==> config.mk <==
export PLATFORM = sky130hd
export DESIGN_NAME = cartridge_bank_mapper_with_scanline_irq
export DESIGN_NICKNAME = d
export VERILOG_FILES = /design/src/rtl/core/cbm_pkg.sv /design/src/rtl/core/cbm_front.sv /design/src/rtl/core/cbm_queue.sv /design/src/rtl/core/cbm_back.sv /design/src/rtl/core/cartridge_bank_mapper_with_scanline_irq.sv
export SDC_FILE = /design/constraint.sdc
export NUM_CORES = 1
export LEC_CHECK = 0
export BUFFER_PORTS_ARGS = -buffer_cell sky130_fd_sc_hd__buf_2
export CAP_MARGIN = 20
export CORE_AREA = 4 4 151 153
export DETAILED_ROUTE_END_ITERATION = 7
export DIE_AREA = 0 0 155 157
export GPL_ROUTABILITY_DRIVEN = 0
export PLACE_DENSITY = 0.66
export RECOVER_POWER = 50
export SYNTH_ARGS = -nofsm -noshare
export SYNTH_HDL_FRONTEND = slang
export SYNTH_SLANG_ARGS = --single-unit
export TNS_END_PERCENT = 10
==> constraint.sdc <==
create_clock -name clk -period 9.4 [get_ports clk]
set_clock_uncertainty 0.05 [all_clocks]
set_input_delay 1.88 -clock clk [delete_from_list [all_inputs] [get_ports clk]]
set_output_delay 1.88 -clock clk [all_outputs]
set_load 0.005 [all_outputs]
==> src/rtl/core/cbm_pkg.sv <==
// ----------------------------------------------------------------------------
// cbm_pkg: shared types and constants for the cartridge bank mapper
// Command codes passed from the decode front to the execute back, the queue
// entry layout and the fixed decode and interrupt constants.
// ----------------------------------------------------------------------------
package cbm_pkg;

  localparam int ADDR_W      = 16;
  localparam int DATA_W      = 8;
  localparam int LINE_W      = 10;
  localparam int PRG_W       = 8;
  localparam int CHR_W       = 9;
  localparam int PRG_COUNT_W = 9;
  localparam int CHR_COUNT_W = 10;
  localparam int CFG_W       = 10;
  localparam int CFG_IDX_W   = 1;

  localparam int QUEUE_DEPTH_DEF = 2;

  // Remainder unit: three dividend bits retired per cycle
  localparam int DIV_W     = 9;
  localparam int DIV_BITS  = 3;
  localparam int DIV_STEPS = DIV_W / DIV_BITS;

  localparam logic [1:0] REQ_WRITE = 2'd0;
  localparam logic [1:0] REQ_TICK  = 2'd1;
  localparam logic [1:0] REQ_INIT  = 2'd2;

  localparam logic [ADDR_W-1:0] DEC_MASK   = 16'hF800;
  localparam logic [ADDR_W-1:0] DEC_CHR0   = 16'h8800;
  localparam logic [ADDR_W-1:0] DEC_CHR1   = 16'h9800;
  localparam logic [ADDR_W-1:0] DEC_CHR2   = 16'hA800;
  localparam logic [ADDR_W-1:0] DEC_CHR3   = 16'hB800;
  localparam logic [ADDR_W-1:0] DEC_LATCH  = 16'hC800;
  localparam logic [ADDR_W-1:0] DEC_ENABLE = 16'hD800;
  localparam logic [ADDR_W-1:0] DEC_MIRROR = 16'hE800;
  localparam logic [ADDR_W-1:0] DEC_PRG    = 16'hF800;

  localparam int                ENABLE_BIT   = 4;
  localparam logic [DATA_W-1:0] IRQ_HIT      = 8'hF6;
  localparam logic [LINE_W-1:0] LAST_VISIBLE = 10'd239;

  localparam logic [CFG_IDX_W-1:0] REG_PRG_COUNT = 1'd0;
  localparam logic [CFG_IDX_W-1:0] REG_CHR_COUNT = 1'd1;

  localparam logic [PRG_COUNT_W-1:0] PRG_COUNT_RST = 9'd16;
  localparam logic [CHR_COUNT_W-1:0] CHR_COUNT_RST = 10'd128;

  typedef enum logic [2:0] {
    CMD_NOP,
    CMD_CHR,
    CMD_LATCH,
    CMD_ENABLE,
    CMD_MIRROR,
    CMD_PRG,
    CMD_TICK,
    CMD_INIT
  } cmd_kind_t;

  typedef struct packed {
    cmd_kind_t         kind;
    logic [1:0]        sel;
    logic [DATA_W-1:0] data;
  } cmd_t;

endpackage

==> src/rtl/core/cbm_front.sv <==
// ----------------------------------------------------------------------------
// cbm_front: request decode
// Classify each accepted request into a command for the execute side.
// ----------------------------------------------------------------------------
module cbm_front (
  input  logic                         in_valid,
  output logic                         in_stall,
  input  logic [1:0]                   req_type,
  input  logic [cbm_pkg::ADDR_W-1:0]   bus_address,
  input  logic [cbm_pkg::DATA_W-1:0]   bus_data,
  input  logic signed [cbm_pkg::LINE_W-1:0] scanline,
  input  logic                         rendering_on,
  input  logic                         q_full,
  output logic                         q_push,
  output cbm_pkg::cmd_t                q_entry
);
  import cbm_pkg::*;

  logic              visible;
  logic [ADDR_W-1:0] page;

  assign in_stall = q_full;
  assign q_push   = in_valid && !q_full;
  assign page     = bus_address & DEC_MASK;
  assign visible  = !scanline[LINE_W-1] && ($unsigned(scanline) <= LAST_VISIBLE);

  always_comb begin
    q_entry.kind = CMD_NOP;
    q_entry.sel  = page[13:12];
    q_entry.data = bus_data;
    case (req_type)
      REQ_WRITE: begin
        case (page)
          DEC_CHR0, DEC_CHR1, DEC_CHR2, DEC_CHR3: q_entry.kind = CMD_CHR;
          DEC_LATCH:  q_entry.kind = CMD_LATCH;
          DEC_ENABLE: q_entry.kind = CMD_ENABLE;
          DEC_MIRROR: q_entry.kind = CMD_MIRROR;
          DEC_PRG:    q_entry.kind = CMD_PRG;
          default:    q_entry.kind = CMD_NOP;
        endcase
      end
      REQ_TICK: begin
        // only a rendered visible line can move the counter
        if (visible && rendering_on) begin
          q_entry.kind = CMD_TICK;
        end
      end
      REQ_INIT: q_entry.kind = CMD_INIT;
      default:  q_entry.kind = CMD_NOP;
    endcase
  end

endmodule

==> src/rtl/core/cbm_queue.sv <==
// ----------------------------------------------------------------------------
// cbm_queue: command queue
// Short first-in first-out buffer between decode and execute.
// ----------------------------------------------------------------------------
module cbm_queue #(
  parameter int DEPTH = cbm_pkg::QUEUE_DEPTH_DEF
) (
  input  logic          clk,
  input  logic          rst,
  input  logic          push,
  input  cbm_pkg::cmd_t push_entry,
  output logic          full,
  input  logic          pop,
  output logic          pop_valid,
  output cbm_pkg::cmd_t pop_entry
);
  import cbm_pkg::*;

  localparam int PTR_W = (DEPTH > 1) ? $clog2(DEPTH) : 1;
  localparam int CNT_W = $clog2(DEPTH + 1);

  cmd_t             slots [DEPTH];
  logic [PTR_W-1:0] wr_ptr;
  logic [PTR_W-1:0] rd_ptr;
  logic [CNT_W-1:0] fill;

  assign full      = (fill == CNT_W'(DEPTH));
  assign pop_valid = (fill != '0);
  assign pop_entry = slots[rd_ptr];

  always_ff @(posedge clk) begin
    if (push) begin
      slots[wr_ptr] <= push_entry;
    end
  end

  always_ff @(posedge clk) begin
    if (rst) begin
      wr_ptr <= '0;
      rd_ptr <= '0;
      fill   <= '0;
    end else begin
      if (push) begin
        wr_ptr <= (wr_ptr == PTR_W'(DEPTH - 1)) ? '0 : wr_ptr + 1'b1;
      end
      if (pop) begin
        rd_ptr <= (rd_ptr == PTR_W'(DEPTH - 1)) ? '0 : rd_ptr + 1'b1;
      end
      case ({push, pop})
        2'b10:   fill <= fill + 1'b1;
        2'b01:   fill <= fill - 1'b1;
        default: fill <= fill;
      endcase
    end
  end

endmodule

==> src/rtl/core/cbm_back.sv <==
// ----------------------------------------------------------------------------
// cbm_back: command execute
// Hold the mapper state, run the page-count remainder and register results.
// ----------------------------------------------------------------------------
module cbm_back (
  input  logic                           clk,
  input  logic                           rst,
  input  logic                           cfg_we,
  input  logic [cbm_pkg::CFG_IDX_W-1:0]  cfg_index,
  input  logic [cbm_pkg::CFG_W-1:0]      cfg_data,
  input  logic                           q_valid,
  input  cbm_pkg::cmd_t                  q_entry,
  output logic                           q_pop,
  output logic                           out_valid,
  input  logic                           out_stall,
  output logic [cbm_pkg::PRG_W-1:0]      prg_page_first,
  output logic [cbm_pkg::PRG_W-1:0]      prg_page_second,
  output logic [cbm_pkg::CHR_W-1:0]      chr_quarter_0,
  output logic [cbm_pkg::CHR_W-1:0]      chr_quarter_1,
  output logic [cbm_pkg::CHR_W-1:0]      chr_quarter_2,
  output logic [cbm_pkg::CHR_W-1:0]      chr_quarter_3,
  output logic [1:0]                     mirror_mode,
  output logic                           irq_pulse
);
  import cbm_pkg::*;

  typedef enum logic [2:0] {
    ST_IDLE = 3'b001,
    ST_DIV  = 3'b010,
    ST_DONE = 3'b100
  } state_t;

  state_t                 state, state_next;
  logic [PRG_COUNT_W-1:0] prg_count;
  logic [CHR_COUNT_W-1:0] chr_count;

  logic              irq_active, irq_active_next;
  logic [DATA_W-1:0] irq_count, irq_count_next;
  logic [DATA_W-1:0] irq_reload, irq_reload_next;
  logic [PRG_W-1:0]  prg0, prg0_next;
  logic [PRG_W-1:0]  prg1, prg1_next;
  logic [CHR_W-1:0]  chr_q [4];
  logic [CHR_W-1:0]  chr_q_next [4];
  logic [1:0]        mirror, mirror_next;
  logic              pulse_next;
  logic              commit;
  logic              out_free;

  logic [DIV_W-1:0]  rem, rem_next, rem_step;
  logic [DIV_W-1:0]  div_val, div_val_next;
  logic [1:0]        step, step_next;
  logic [DIV_W:0]    rem_inc;
  logic [DATA_W-1:0] dec;
  logic [DIV_W-1:0]  dbl;

  assign out_free = !out_valid || !out_stall;
  assign dbl      = {q_entry.data, 1'b0};
  assign rem_inc  = {1'b0, rem} + 1'b1;
  assign dec      = irq_count - 1'b1;

  // Restoring remainder: DIV_BITS dividend bits per cycle, MSB first
  always_comb begin
    logic [DIV_W:0] t;
    t = {1'b0, rem};
    for (int k = 0; k < DIV_BITS; k++) begin
      t = {t[DIV_W-1:0], div_val[DIV_W-1-k]};
      if (t >= {1'b0, prg_count}) begin
        t = t - {1'b0, prg_count};
      end
    end
    rem_step = t[DIV_W-1:0];
  end

  always_comb begin
    state_next      = state;
    irq_active_next = irq_active;
    irq_count_next  = irq_count;
    irq_reload_next = irq_reload;
    prg0_next       = prg0;
    prg1_next       = prg1;
    chr_q_next      = chr_q;
    mirror_next     = mirror;
    pulse_next      = 1'b0;
    commit          = 1'b0;
    q_pop           = 1'b0;
    rem_next        = rem;
    div_val_next    = div_val;
    step_next       = step;
    case (state)
      ST_IDLE: begin
        if (q_valid && out_free) begin
          q_pop  = 1'b1;
          commit = 1'b1;
          case (q_entry.kind)
            CMD_CHR: chr_q_next[q_entry.sel] = dbl;
            CMD_LATCH: begin
              irq_count_next  = irq_reload;
              irq_reload_next = q_entry.data;
            end
            CMD_ENABLE: irq_active_next = q_entry.data[ENABLE_BIT];
            CMD_MIRROR: mirror_next = q_entry.data[1:0];
            CMD_PRG: begin
              if (prg_count != '0) begin
                commit       = 1'b0;
                state_next   = ST_DIV;
                rem_next     = '0;
                div_val_next = dbl;
                step_next    = '0;
              end else begin
                prg0_next = {q_entry.data[PRG_W-2:0], 1'b0};
                prg1_next = {q_entry.data[PRG_W-2:0], 1'b1};
              end
            end
            CMD_TICK: begin
              if (irq_active) begin
                if (dec == IRQ_HIT) begin
                  irq_count_next = irq_reload;
                  pulse_next     = 1'b1;
                end else begin
                  irq_count_next = dec;
                end
              end
            end
            CMD_INIT: begin
              prg0_next       = PRG_W'(0);
              prg1_next       = PRG_W'(1);
              chr_q_next[0]   = CHR_W'(0);
              chr_q_next[1]   = CHR_W'(2);
              chr_q_next[2]   = chr_count[CHR_W-1:0] - CHR_W'(4);
              chr_q_next[3]   = chr_count[CHR_W-1:0] - CHR_W'(2);
              irq_active_next = 1'b0;
              irq_count_next  = '0;
              irq_reload_next = '0;
            end
            default: ;
          endcase
        end
      end
      ST_DIV: begin
        rem_next     = rem_step;
        div_val_next = div_val << DIV_BITS;
        step_next    = step + 1'b1;
        if (step == 2'(DIV_STEPS - 1)) begin
          state_next = ST_DONE;
        end
      end
      ST_DONE: begin
        if (out_free) begin
          commit     = 1'b1;
          prg0_next  = rem[PRG_W-1:0];
          prg1_next  = (rem_inc == {1'b0, prg_count}) ? '0 : rem_inc[PRG_W-1:0];
          state_next = ST_IDLE;
        end
      end
      default: state_next = ST_IDLE;
    endcase
  end

  always_ff @(posedge clk) begin
    if (rst) begin
      state      <= ST_IDLE;
      out_valid  <= 1'b0;
      prg_count  <= PRG_COUNT_RST;
      chr_count  <= CHR_COUNT_RST;
      irq_active <= 1'b0;
      irq_count  <= '0;
      irq_reload <= '0;
      prg0       <= PRG_W'(0);
      prg1       <= PRG_W'(1);
      chr_q[0]   <= CHR_W'(0);
      chr_q[1]   <= CHR_W'(2);
      chr_q[2]   <= CHR_W'(0);
      chr_q[3]   <= CHR_W'(0);
      mirror     <= '0;
    end else begin
      state      <= state_next;
      irq_active <= irq_active_next;
      irq_count  <= irq_count_next;
      irq_reload <= irq_reload_next;
      prg0       <= prg0_next;
      prg1       <= prg1_next;
      chr_q      <= chr_q_next;
      mirror     <= mirror_next;
      if (commit) begin
        out_valid <= 1'b1;
      end else if (!out_stall) begin
        out_valid <= 1'b0;
      end
      if (cfg_we) begin
        case (cfg_index)
          REG_PRG_COUNT: prg_count <= cfg_data[PRG_COUNT_W-1:0];
          REG_CHR_COUNT: chr_count <= cfg_data[CHR_COUNT_W-1:0];
          default: ;
        endcase
      end
    end
  end

  always_ff @(posedge clk) begin
    rem     <= rem_next;
    div_val <= div_val_next;
    step    <= step_next;
    if (commit) begin
      prg_page_first  <= prg0_next;
      prg_page_second <= prg1_next;
      chr_quarter_0   <= chr_q_next[0];
      chr_quarter_1   <= chr_q_next[1];
      chr_quarter_2   <= chr_q_next[2];
      chr_quarter_3   <= chr_q_next[3];
      mirror_mode     <= mirror_next;
      irq_pulse       <= pulse_next;
    end
  end

  a_div_rem_bound: assert property (@(posedge clk) disable iff (rst)
    (state == ST_DIV) |-> (prg_count != '0) && (rem < prg_count))
    else $error("remainder out of range during page reduction");

  a_pulse_reload: assert property (@(posedge clk) disable iff (rst)
    (commit && pulse_next) |=> (irq_count == irq_reload))
    else $error("counter not reloaded on interrupt");

  a_idle_counter: assert property (@(posedge clk) disable iff (rst)
    (state == ST_IDLE && commit && q_entry.kind == CMD_TICK && !irq_active)
      |=> $stable(irq_count))
    else $error("counter moved while interrupt disabled");

endmodule

==> src/rtl/core/cartridge_bank_mapper_with_scanline_irq.sv <==
// ----------------------------------------------------------------------------
// cartridge_bank_mapper_with_scanline_irq: bank mapper with line interrupt
// Decode front, command queue and execute back of a switchable bank mapper.
// ----------------------------------------------------------------------------
// Usage:
//   Input channel (in_valid / in_stall) carries one request per beat: a CPU
//   write (bus_address, bus_data), a scanline tick (scanline, rendering_on)
//   or a power-on init, selected by req_type.
//   Output channel (out_valid / out_stall) returns one beat per request: the
//   program pages, the four character quarters, the mirroring code and the
//   interrupt pulse, as they stand after that request.
//   Configuration: write prg_page_count (index 0) or chr_page_count (index 1)
//   through cfg_we / cfg_index / cfg_data, only while the block is idle.
// Timing:
//   Most requests pass through the queue slot and the result register, one
//   beat a cycle while out_stall is low. A program page write (0xF800) with
//   a nonzero page count runs the remainder unit, three bits per cycle, in
//   the execute side; the queue keeps accepting up to its depth meanwhile.
// Reset (rst, synchronous): empty the queue, drop any pending result and
//   restore the power-up bank state and the default page counts.
// Stall: while out_stall is high the result beat holds; the execute side
//   waits, the queue fills and then in_stall rises.
// ----------------------------------------------------------------------------
module cartridge_bank_mapper_with_scanline_irq #(
  parameter int QUEUE_DEPTH = cbm_pkg::QUEUE_DEPTH_DEF
) (
  input  logic                               clk,
  input  logic                               rst,
  input  logic                               cfg_we,
  input  logic [cbm_pkg::CFG_IDX_W-1:0]      cfg_index,
  input  logic [cbm_pkg::CFG_W-1:0]          cfg_data,
  input  logic                               in_valid,
  output logic                               in_stall,
  input  logic [1:0]                         req_type,
  input  logic [cbm_pkg::ADDR_W-1:0]         bus_address,
  input  logic [cbm_pkg::DATA_W-1:0]         bus_data,
  input  logic signed [cbm_pkg::LINE_W-1:0]  scanline,
  input  logic                               rendering_on,
  output logic                               out_valid,
  input  logic                               out_stall,
  output logic [cbm_pkg::PRG_W-1:0]          prg_page_first,
  output logic [cbm_pkg::PRG_W-1:0]          prg_page_second,
  output logic [cbm_pkg::CHR_W-1:0]          chr_quarter_0,
  output logic [cbm_pkg::CHR_W-1:0]          chr_quarter_1,
  output logic [cbm_pkg::CHR_W-1:0]          chr_quarter_2,
  output logic [cbm_pkg::CHR_W-1:0]          chr_quarter_3,
  output logic [1:0]                         mirror_mode,
  output logic                               irq_pulse
);
  import cbm_pkg::*;

  // decode -> queue
  logic q_push;
  logic q_full;
  cmd_t q_in;

  // queue -> execute
  logic q_pop;
  logic q_valid;
  cmd_t q_out;

  // Classify each beat into a command; stall while the queue is full
  cbm_front u_front (
    .in_valid     (in_valid),
    .in_stall     (in_stall),
    .req_type     (req_type),
    .bus_address  (bus_address),
    .bus_data     (bus_data),
    .scanline     (scanline),
    .rendering_on (rendering_on),
    .q_full       (q_full),
    .q_push       (q_push),
    .q_entry      (q_in)
  );

  // Hold commands so decode and execute can stall independently
  cbm_queue #(
    .DEPTH (QUEUE_DEPTH)
  ) u_queue (
    .clk        (clk),
    .rst        (rst),
    .push       (q_push),
    .push_entry (q_in),
    .full       (q_full),
    .pop        (q_pop),
    .pop_valid  (q_valid),
    .pop_entry  (q_out)
  );

  // Apply commands in order to the bank state and register each result
  cbm_back u_back (
    .clk             (clk),
    .rst             (rst),
    .cfg_we          (cfg_we),
    .cfg_index       (cfg_index),
    .cfg_data        (cfg_data),
    .q_valid         (q_valid),
    .q_entry         (q_out),
    .q_pop           (q_pop),
    .out_valid       (out_valid),
    .out_stall       (out_stall),
    .prg_page_first  (prg_page_first),
    .prg_page_second (prg_page_second),
    .chr_quarter_0   (chr_quarter_0),
    .chr_quarter_1   (chr_quarter_1),
    .chr_quarter_2   (chr_quarter_2),
    .chr_quarter_3   (chr_quarter_3),
    .mirror_mode     (mirror_mode),
    .irq_pulse       (irq_pulse)
  );

endmodule
Word level (Yosys, flattened, before mapping):

Memories as Yosys holds them, arrays and structs flattened. A register that Yosys moved wholly into a read port is not among the register bits.
Index checks and enable logic that the tools add are counted.

* register bits after elaboration: 172
* bits in latches: 0
* memory bits (writable): 26
* bits in read-only memories: 0
* bits of input ports: 53
* output and inout bits: 57
* logic and storage cells: 175
* memories kept: 1

* add/subtract/negate cells: 12
* multipliers: 0
* divide/modulo/power cells: 0
* magnitude comparators: 6
* eq/ne operators: 33
* shift operators: 0
* mux-type cells: 66
* bitwise logic cells: 2
* reduce and logical (&&, ||, !) cells: 27

Memories
* u_queue.slots: depth 2, width 13, rd ports 1, clocked after Yosys merged registers in 1, wr ports 1, line cbm_queue.sv:22 `cmd_t slots [DEPTH];`

Operators with widths (number)
* $mux W9: 10
* $pmux W8 S2: 5
* $mux W36: 2
* $mux W8: 9
* $pmux W36 S2: 1
* $eq A5 B5 Y1 const B: 8
* $bwmux W36: 1
* $pmux W9 S2: 2
* $ge A10 B9 Y1: 3
* $sub A9 B9 Y9: 3
* $pmux W8 S3: 1
* $demux W9 S2: 1
* $mux W3: 6
* $pmux W3 S3: 2
* $eq A3 B3 Y1 const B: 5
* $mux W1: 15
* $pmux W3 S5: 1
* $mux W2: 6
* $ne A2 B1 Y1 const B: 6
* $reduce_and A4 Y1: 3
* $add A9 B1 Y10 const B: 1
* $eq A10 B9 Y1: 1
* $le A10 B8 Y1 const B: 1
* $reduce_bool A2 Y1: 5
* other kinds (28): 48

Longest topological paths before layout:

Gate-level depths: netlist of the first run.

* depth after elaboration: 9
* mapped depth: 28

Cells and area by module:

Synthesis of the first run repeated with hierarchy kept, for this count alone.

* cell total of the unflattened synthesis: 1040
* area total of the unflattened synthesis: 10318.6 µm²

Modules (own cells, without submodules)
* cbm_back: instances 1, cells an instance 955, area an instance 9012.4 µm²
* cbm_queue: instances 1, cells an instance 62, area an instance 1139.8 µm²
* cbm_front: instances 1, cells an instance 23, area an instance 166.4 µm²

Worst setup path after synthesis of the first run:

Ideal clock, no wire load.

* path type: register -> register
* from: register u_back.prg_count[0]
* to: register u_back.rem[0], data pin
* setup time: 262 ps
* arrival time: 5779 ps
* required time: 9088 ps
* slack: 3309 ps
* stages on the path, launching flop included: 27
* period minus slack after synthesis: 6091 ps
* cells stage by stage: dfxtp_1 > ha_1 > inv_1 > fa_1 > a211oi_2 > o211ai_1 > a31oi_1 > buf_2 > o21ai_0 > fa_1 > a21o_1 > a21o_1 > a41oi_1 > o21ai_0 > a221o_1 > buf_2 > mux2_2 > ha_1 > a21o_1 > a211oi_1 > nor2_1 > nor4_1 > nor2_1 > o21ai_0 > nand3_1 > buf_4 > mux2_1

* word-level cells in the longest chain between the ends: 7
* elaborated cells between the ends (all ways): 10
* those cells by class: add/sub: 3; order compare: 3; mux: 4

Ends and longest elaborated chain
* start: declaration: line cbm_back.sv:34 `logic [PRG_COUNT_W-1:0] prg_count;`
* start signal: assignment: line cbm_back.sv:191 `REG_PRG_COUNT: prg_count <= cfg_data[PRG_COUNT_W-1:0];`
* $sub A9 B9 Y9 / $ge A10 B9 Y1 (equally long branches): line cbm_back.sv:68, cbm_back.sv:67
* $mux W9: line cbm_back.sv:67 `if (t >= {1'b0, prg_count}) begin`
* $sub A9 B9 Y9 / $ge A10 B9 Y1 (equally long branches): line cbm_back.sv:68, cbm_back.sv:67
* $mux W9: line cbm_back.sv:67
* $ge A10 B9 Y1: line cbm_back.sv:67
* $mux W9 *: line cbm_back.sv:67
* $pmux W9 S2 *: line cbm_back.sv:89 `case (state)`
* end signal: assignment: line cbm_back.sv:200 `rem <= rem_next;`
* end: declaration: line cbm_back.sv:49 `logic [DIV_W-1:0] rem, rem_next, rem_step;`

Mark *: on every way between the ends. The rest lies on a longest branch, timed or not.
A chain may end at the register's enable or synchronous reset.

Worst setup path in the final report of the first run:

Same ends and word-level chain as after synthesis.

==> flow_summary_export.csv, run 1 <==
group,metric,value,unit
critical_path,end_kind,"flop",
layout,layout_commonest_cell,"nand2_1",
drt,viasPerCell,5.63,
clock_tree,clock_latency,0.44,ns
grt,first_global_vias,7312,
pwr,ir_drop,0.000334,V
yosys,synth_compound_area_share,15.6,%
yosys,syn-num-nets,1119,
yosys,ys_warn_count,0,
placed_design,pre_cts_slack,2.57,ns
sta,slew_violations,104,
yosys,synth-async-reset-ratio,0,%
drt,first_pass_iters,5,
yosys,synth_area_per_cell,9.73,um2
grt,grt_first_pass_wirelength,39.2,mm
layout,areaGrowthSynthToFinish,12.6,%
floorplan,dieArea,24300,um2
clock_tree,cts_hold_buf,0,
yosys,synthXorXnorAreaFrac,4.90,%
sta,setup_viol,0,
drt,drcViolationCount,0,
sta,period_needed,6.92,ns
yosys,synth.mux.area_fraction,4.32,%
run_status,outcome,"complete, but fails checks",
critical_path,slowest_delay,0.55,ns
yosys,synth_area,10000,um2
sta,rsz0062_at_grt,"false",
layout,layout.area.seq,4960,um2
floorplan,core,21600,um2
yosys,ys.flop_type,"edfxtp_1",
clock_tree,cts-resized-gates,0,
critical_path,critPathTopFamily,"compound AO/OA/AOI/OAI gates",
clock_tree,root_buffer,"clkbuf_16",
pwr,power.share.switching,41.8,%
clock_tree,htreeDepth,4,
yosys,yosysSeqAreaShare,49.6,%
layout,multi_input_area,4740,um2
clock_tree,clk_pin_slew,0.07,ns
sta,timing.fmax,145,MHz
placed_design,dp_hpwl,18.1,mm
sta,max_slew.worst_pin.slew,2.45,ns
critical_path,crit_path_cell_trace,"ha_1 > inv_1 > fa_1 > a211oi_2 > o211ai_1 > a31oi_1 > buf_4 > mux2_2 > ha_1 > a21o_1 > a21o_1 > a41oi_1 > o21ai_0 > a221o_1 > mux2_2 > ha_1 > a21o_1 > a211oi_1 > nor2_1 > nor4_1 > nor2_1 > o21ai_0 > nand3_1 > mux2_1",
layout,final_nets,1204,
pwr,leakage,4.22,nW
pwr,combPwrFrac,51.5,%
yosys,ys_ff_latch,198,
layout,most-common-layout-cells,"nand2_1, edfxtp_1, dfxtp_1, nor2_1, o21ai_0",
drt,routed_wl,25.1,mm
pwr,p_int,0.00241,W
sta,finalHoldViolCount,0,
yosys,synth_top_family_by_area,"simple AND/OR/NAND/NOR gates",
critical_path,cpMaxStageDelayCell,"a221o_1",
drt,first_iter_violations,727,
sta,tns,0,ns
sta,period_share,73.6,%
layout,post-route-util,52.3,%
critical_path,cp-start-kind,"flop",
floorplan,rows,54,
layout,nFillCells,1969,
clock_tree,cts_setup_buffers,0,
floorplan,die-width,155,um
grt,track_usage,20.6,%
yosys,syn_inst,1028,
yosys,synth_fa_ha_area_share,4.98,%
layout,insertedDiodeCount,0,
sta,slew_headroom,-63.5,%
critical_path,worstPathArrival,7.06,ns
placed_design,numPortBuffers,93,
drt,via_count,7910,
layout,drive_gt1_share,11.5,%
floorplan,initial_utilization,46.4,%
pwr,power_switching,0.00173,W
drt,drt.antenna.violating_nets,0,
critical_path,cp.buffers_inverters,2,
drt,wl_per_cell,17.9,um
critical_path,cp_max_fo,14,
flow_run,drv_cap,3,
floorplan,io_pins,110,
clock_tree,cts_sinks,198,
pwr,pwr-share-seq,31.2,%
clock_tree,cts_tree,"done",
sta,hold_ws,0.428,ns
yosys,synth_edf_count,100,
critical_path,crit_type,"reg -> reg",
grt,overflow,0,
hold_path,hold_class,"reg -> reg",
yosys,synthSimpleGateAreaFrac,17.6,%
yosys,yosysUniqueCellTypes,67,
grt,antenna_found_initial,0,
critical_path,required,9.54,ns
grt,grt_start_max_net_pins,54,
floorplan,die-height,157,um
sta,setup_ws,2.48,ns
clock_tree,cts_buffer_depth,2,
run_status,violations,"capacitance limit, slew limit",
clock_tree,numCtsBuffers,17,
pwr,power_density,367,nW/um2
pwr,power_frac_clock,17.3,%
==> worst reg2reg max path, delay by kind of cell, from the launching register on <==
kind	cells	cell delay, ns
and+or+nand+nor	4	0.85
AOI/OAI and AO/OA	11	2.44
adders and majority gates	4	1.33
muxes	3	1.21
buffers and inverters	2	0.27
DFF	1	0.51
==> cells by family (layout without fill, tap and decap cells) <==
family	Yosys count	in the layout
AND/OR/NAND/NOR	369	369
buffers and inverters	76	174
multiplexers	41	41
XOR/XNOR	56	56
flip-flops	198	198
AO/OA/AOI/OAI	250	250
adder cells (fa/ha/maj)	38	38
==> final timing paths <==
kind                                          start                to  slack, ns  cells past startpoint
worst min-delay path               u_back.chr_q[18]  u_back.chr_q[18]       0.43                      1
worst min register to register     u_back.chr_q[18]  u_back.chr_q[18]       0.43                      1
worst max-delay path            u_back.prg_count[0]     u_back.rem[0]       2.48                     24
worst max register to register  u_back.prg_count[0]     u_back.rem[0]       2.48                     24
==> synth_stat cells, drive strengths merged (4+ instances only) <==
master	number	area, um2
a211oi	9	72.6
a21o	8	60.1
a21oi	73	365
a221o	9	90.1
a22o	9	78.8
a22oi	13	97.6
a31oi	4	31.3
a32oi	4	35.0
and2	47	294
and3	7	43.8
buf	8	40.0
clkbuf	31	118
dfxtp	98	1960
edfxtp	100	3000
ha	35	438
inv	37	139
mux2	17	191
mux2i	24	240
nand2	133	499
nand2b	13	81.3
nand3	21	105
nand4	8	50.1
nor2	82	310
nor2b	11	68.8
nor3	20	110
nor3b	4	30.0
nor4	4	31.3
o211ai	7	52.6
o21ai	81	405
o22ai	5	31.3
o31ai	5	37.5
or2	7	43.8
xnor2	30	263
xor2	26	228
==> layout make-up <==
| cell class | count | area share (%) |
|---|---|---|
| sequential | 198 | 44.1 |
| multi-input combinational | 754 | 42.1 |
| timing repair buffer | 105 | 4.41 |
| clock buffer | 17 | 3.78 |
| tap | 280 | 3.11 |
| clock inverter | 15 | 1.33 |
| inverter | 37 | 1.23 |
==> power groups by stage <==
stage / Sequential (W) / Combinational, W / Clock, W
floorplan: 0.00129 / 0.00162 / 0
global placement: 0.00130 / 0.00211 / 0
detailed placement: 0.00131 / 0.00213 / 0
CTS: 0.00129 / 0.00215 / 0.000724
global route: 0.00131 / 0.00238 / 0.000761
finish: 0.00129 / 0.00213 / 0.000716
==> stage by stage <==
| step | cell area (um2) | total power (W) | cells |
|---|---|---|---|
| 3_5_place_dp | 10700 | 0.00344 | 1373 |
| 5_1_grt | 11300 | 0.00445 | 1406 |
| 4_1_cts | 11300 | 0.00416 | 1405 |
| 3_3_place_gp | 10700 | 0.00341 | 1372 |
| 2_1_floorplan | 10000 | 0.00291 | 1028 |
| 6_report | 11300 | 0.00414 | 1406 |
==> routing by layer <==
layer  share of wire (%)  track usage, %
met2                  48            34.1
met3                 5.5            4.37
met5                   0               0
met4                 2.3            6.81
met1                  44            27.2
==> state kept, by name (all words and copies together), names as in the netlist, 2 cells and up, named ones only <==
| register | count |
|---|---|
| u_back.step | 2 |
| u_back.chr_count | 9 |
| u_back.chr_quarter_3 | 9 |
| u_back.state | 3 |
| u_back.rem | 9 |
| u_queue.fill | 2 |
| u_back.chr_quarter_1 | 9 |
| u_back.mirror_mode | 2 |
| u_back.chr_quarter_0 | 9 |
| u_back.prg0 | 8 |
| u_back.chr_q | 36 |
| u_back.irq_reload | 8 |
| u_back.chr_quarter_2 | 9 |
| u_back.prg_count | 9 |
| u_back.irq_count | 8 |
| u_queue.slots | 26 |
| u_back.prg_page_second | 8 |
| u_back.prg_page_first | 8 |
| u_back.mirror | 2 |
| u_back.prg1 | 8 |
| u_back.div_val | 8 |
(Power assumes the default switching activity.)
==> inputs of run 2 (changes only) <==
--- a/config.mk
+++ b/config.mk
@@ -5,13 +5,14 @@
 export SDC_FILE = /design/constraint.sdc
 export NUM_CORES = 1
 export LEC_CHECK = 0
+export ABC_AREA = 1
 export BUFFER_PORTS_ARGS = -buffer_cell sky130_fd_sc_hd__buf_2
 export CAP_MARGIN = 20
-export CORE_AREA = 4 4 151 153
+export CORE_AREA = 4 4 156 158
 export DETAILED_ROUTE_END_ITERATION = 7
-export DIE_AREA = 0 0 155 157
+export DIE_AREA = 0 0 160 162
 export GPL_ROUTABILITY_DRIVEN = 0
-export PLACE_DENSITY = 0.66
+export PLACE_DENSITY = 0.68
 export RECOVER_POWER = 50
 export SYNTH_ARGS = -nofsm -noshare
 export SYNTH_HDL_FRONTEND = slang
==> constraint.sdc (replaced) <==
create_clock -name clk -period 6.3 [get_ports clk]
set_clock_uncertainty 0.05 [all_clocks]
set_input_delay 1.26 -clock clk [delete_from_list [all_inputs] [get_ports clk]]
set_output_delay 1.26 -clock clk [all_outputs]
set_load 0.005 [all_outputs]
==> run 2 against run 1 <==
  * Cell count grew 25%
  * Largest cell class unchanged
  * Total power rose by 73%
  * Sequential share of layout area decreased by 2.8 points
  * Fmax up 21%
  * Wire length grew 9.5%
  * Register-to-register slack lost 1.9 ns
  * Critical path type unchanged
  * Clock-buffer cell count unchanged
  * Critical path depth rose by 6
  * Clock power increased by 54%
  * The flow still finishes with violations (capacitance limit, slew limit)
  * Setup slack got worse by 1.9 ns
  * Global-route usage increased by 0.43 points
==> flow_summary_export.csv, run 2 <==
group,metric,value,unit
pwr,ir_drop,0.000449,V
floorplan,core,23100,um2
yosys,synth_area,10700,um2
floorplan,die-width,160,um
clock_tree,cts_buffer_depth,2,
pwr,leakage,5.40,nW
drt,drcViolationCount,0,
drt,drt.antenna.violating_nets,0,
grt,overflow,0,
drt,viasPerCell,5.34,
clock_tree,cts_sinks,198,
yosys,yosysMostFrequentCell,"nand2_1",
sta,max_slew.worst_pin.slew,2.93,ns
clock_tree,clock_latency,0.45,ns
clock_tree,cts_tree,"done",
clock_tree,root_buffer,"clkbuf_16",
yosys,synth_area_per_cell,7.85,um2
yosys,synth-async-reset-ratio,0,%
critical_path,required,6.45,ns
layout,insertedDiodeCount,0,
layout,layout_commonest_cell,"nand2_1",
yosys,yosysSeqAreaShare,46.4,%
run_status,outcome,"complete, but fails checks",
drt,first_iter_violations,821,
sta,finalHoldViolCount,0,
floorplan,io_pins,110,
clock_tree,numCtsBuffers,17,
clock_tree,clk_pin_slew,0.08,ns
yosys,synth_common_cells,"nand2_1, inv_1, nor2_1, o21ai_0, a21oi_1",
yosys,syn-num-nets,1453,
yosys,synth_top_area_cell,"edfxtp_1",
floorplan,rows,56,
layout,post-route-util,52.0,%
yosys,ys_ff_latch,198,
grt,track_usage,21.0,%
grt,grt_first_pass_wirelength,43.5,mm
layout,final_nets,1552,
grt,antenna_found_initial,0,
sta,period_share,90.9,%
drt,routed_wl,27.5,mm
sta,tns,0,ns
clock_tree,cts_setup_buffers,0,
critical_path,path_common_cell,"nand2_1",
layout,areaGrowthSynthToFinish,12.4,%
drt,wl_per_cell,15.6,um
sta,slew_headroom,-95.5,%
layout,largest_register_ffs,36,
placed_design,numPortBuffers,93,
layout,most-common-layout-cells,"nand2_1, inv_1, o21ai_0, nor2_1, a21oi_1",
clock_tree,cts_hold_buf,0,
drt,via_count,9420,
sta,timing.fmax,175,MHz
yosys,yosysUniqueCellTypes,52,
critical_path,cp_max_fo,9,
sta,slew_violations,72,
yosys,syn_inst,1362,
clock_tree,cts-resized-gates,0,
critical_path,cp-start-kind,"flop",
floorplan,die-height,162,um
sta,period_needed,5.72,ns
drt,first_pass_iters,5,
sta,rsz0062_at_grt,"false",
grt,first_global_vias,8519,
critical_path,crit_type,"reg -> reg",
hold_path,hold_class,"reg -> reg",
yosys,ys_warn_count,0,
layout,largestRegisters,"u_back.chr_q: 36 flops, u_queue.slots: 26 flops",
clock_tree,htreeDepth,4,
placed_design,dp_hpwl,20.3,mm
yosys,synth_top_area_share,28.1,%
sta,setup_viol,0,
floorplan,dieArea,25900,um2
critical_path,end_kind,"flop",
floorplan,initial_utilization,46.2,%
pwr,power_density,597,nW/um2
yosys,synth_edf_count,100,
critical_path,cpMaxStageDelayCell,"edfxtp_1",
critical_path,worstPathArrival,5.87,ns
critical_path,slowest_delay,0.53,ns
run_status,violations,"capacitance limit, slew limit",
placed_design,pre_cts_slack,0.466,ns
yosys,ys.flop_type,"edfxtp_1",
yosys,netlist_top_cells_area,"edfxtp_1, dfxtp_1, nand2_1",
layout,regMostFlops,"u_back.chr_q",
sta,setup_ws,0.576,ns
flow_run,drv_cap,2,
grt,grt_start_max_net_pins,61,
layout,drive_gt1_share,10.0,%
## run 2: cell families after synthesis
logic type / Yosys count / share of synthesized area, %
compound gates: 297 / 15.4
xor+xnor: 30 / 2.46
fa+ha+maj: 38 / 4.66
buf+inv: 227 / 8.39
flops: 198 / 46.4
mux: 1 / 0.105
simple gates: 571 / 22.5
## run 2: cell type report
class | instances | area, um2
fill | 2206 | 11100
sequential | 198 | 4960
multi-input combinational | 937 | 4820
tap | 290 | 363
inverter | 193 | 724
clock inverter | 15 | 161
timing repair buffer | 114 | 562
clock buffer | 17 | 425
## run 2: through the flow
step | cells | hold slack (ns) | total power, W | instance area, um2
after global placement | 1728 | 0.382 | 0.00600 | 11500
after CTS | 1760 | 0.400 | 0.00718 | 12100
after global routing | 1764 | 0.420 | 0.00781 | 12000
after detailed placement | 1728 | 0.389 | 0.00607 | 11500
final | 1764 | 0.399 | 0.00717 | 12000
after floorplan | 1362 | 0.375 | 0.00502 | 10700
## run 2: final timing paths
check / start / end / slack [ns] / cells past startpoint
setup / recovery: u_back.rem[3] / u_back.rem[7] / 0.58 / 30
hold / removal: u_back.chr_q[27] / u_back.chr_q[27] / 0.40 / 2
setup reg to reg: u_back.rem[3] / u_back.rem[7] / 0.58 / 30
hold reg to reg: u_back.chr_q[27] / u_back.chr_q[27] / 0.40 / 2
## run 2: critical path: cells and delay by family, from the launching register on
kind / cells / cell delay, ns
simple gates: 20 / 2.18
fa+ha+maj: 3 / 1.24
buf+inv: 1 / 0.22
compound gates: 6 / 1.24
flops: 1 / 0.53
## run 2: layer usage
| layer | global-route usage [%] | part of all wire [%] | vias to the layer above |
|---|---|---|---|
| li1 | - | - | 4694 |
| met1 | 29.2 | 46 | 4399 |
| met2 | 33.8 | 45 | 289 |
| met3 | 4.64 | 7.0 | 38 |
| met4 | 5.32 | 2.0 | 0 |
| met5 | 0 | 0 | - |
## run 2: power breakdown
group          switching (W)  internal [W]  leakage [nW]  total [W]
clock               0.000535      0.000563         0.290    0.00110
sequential          0.000191       0.00183          1.75    0.00202
combinational        0.00266       0.00140          3.35    0.00405
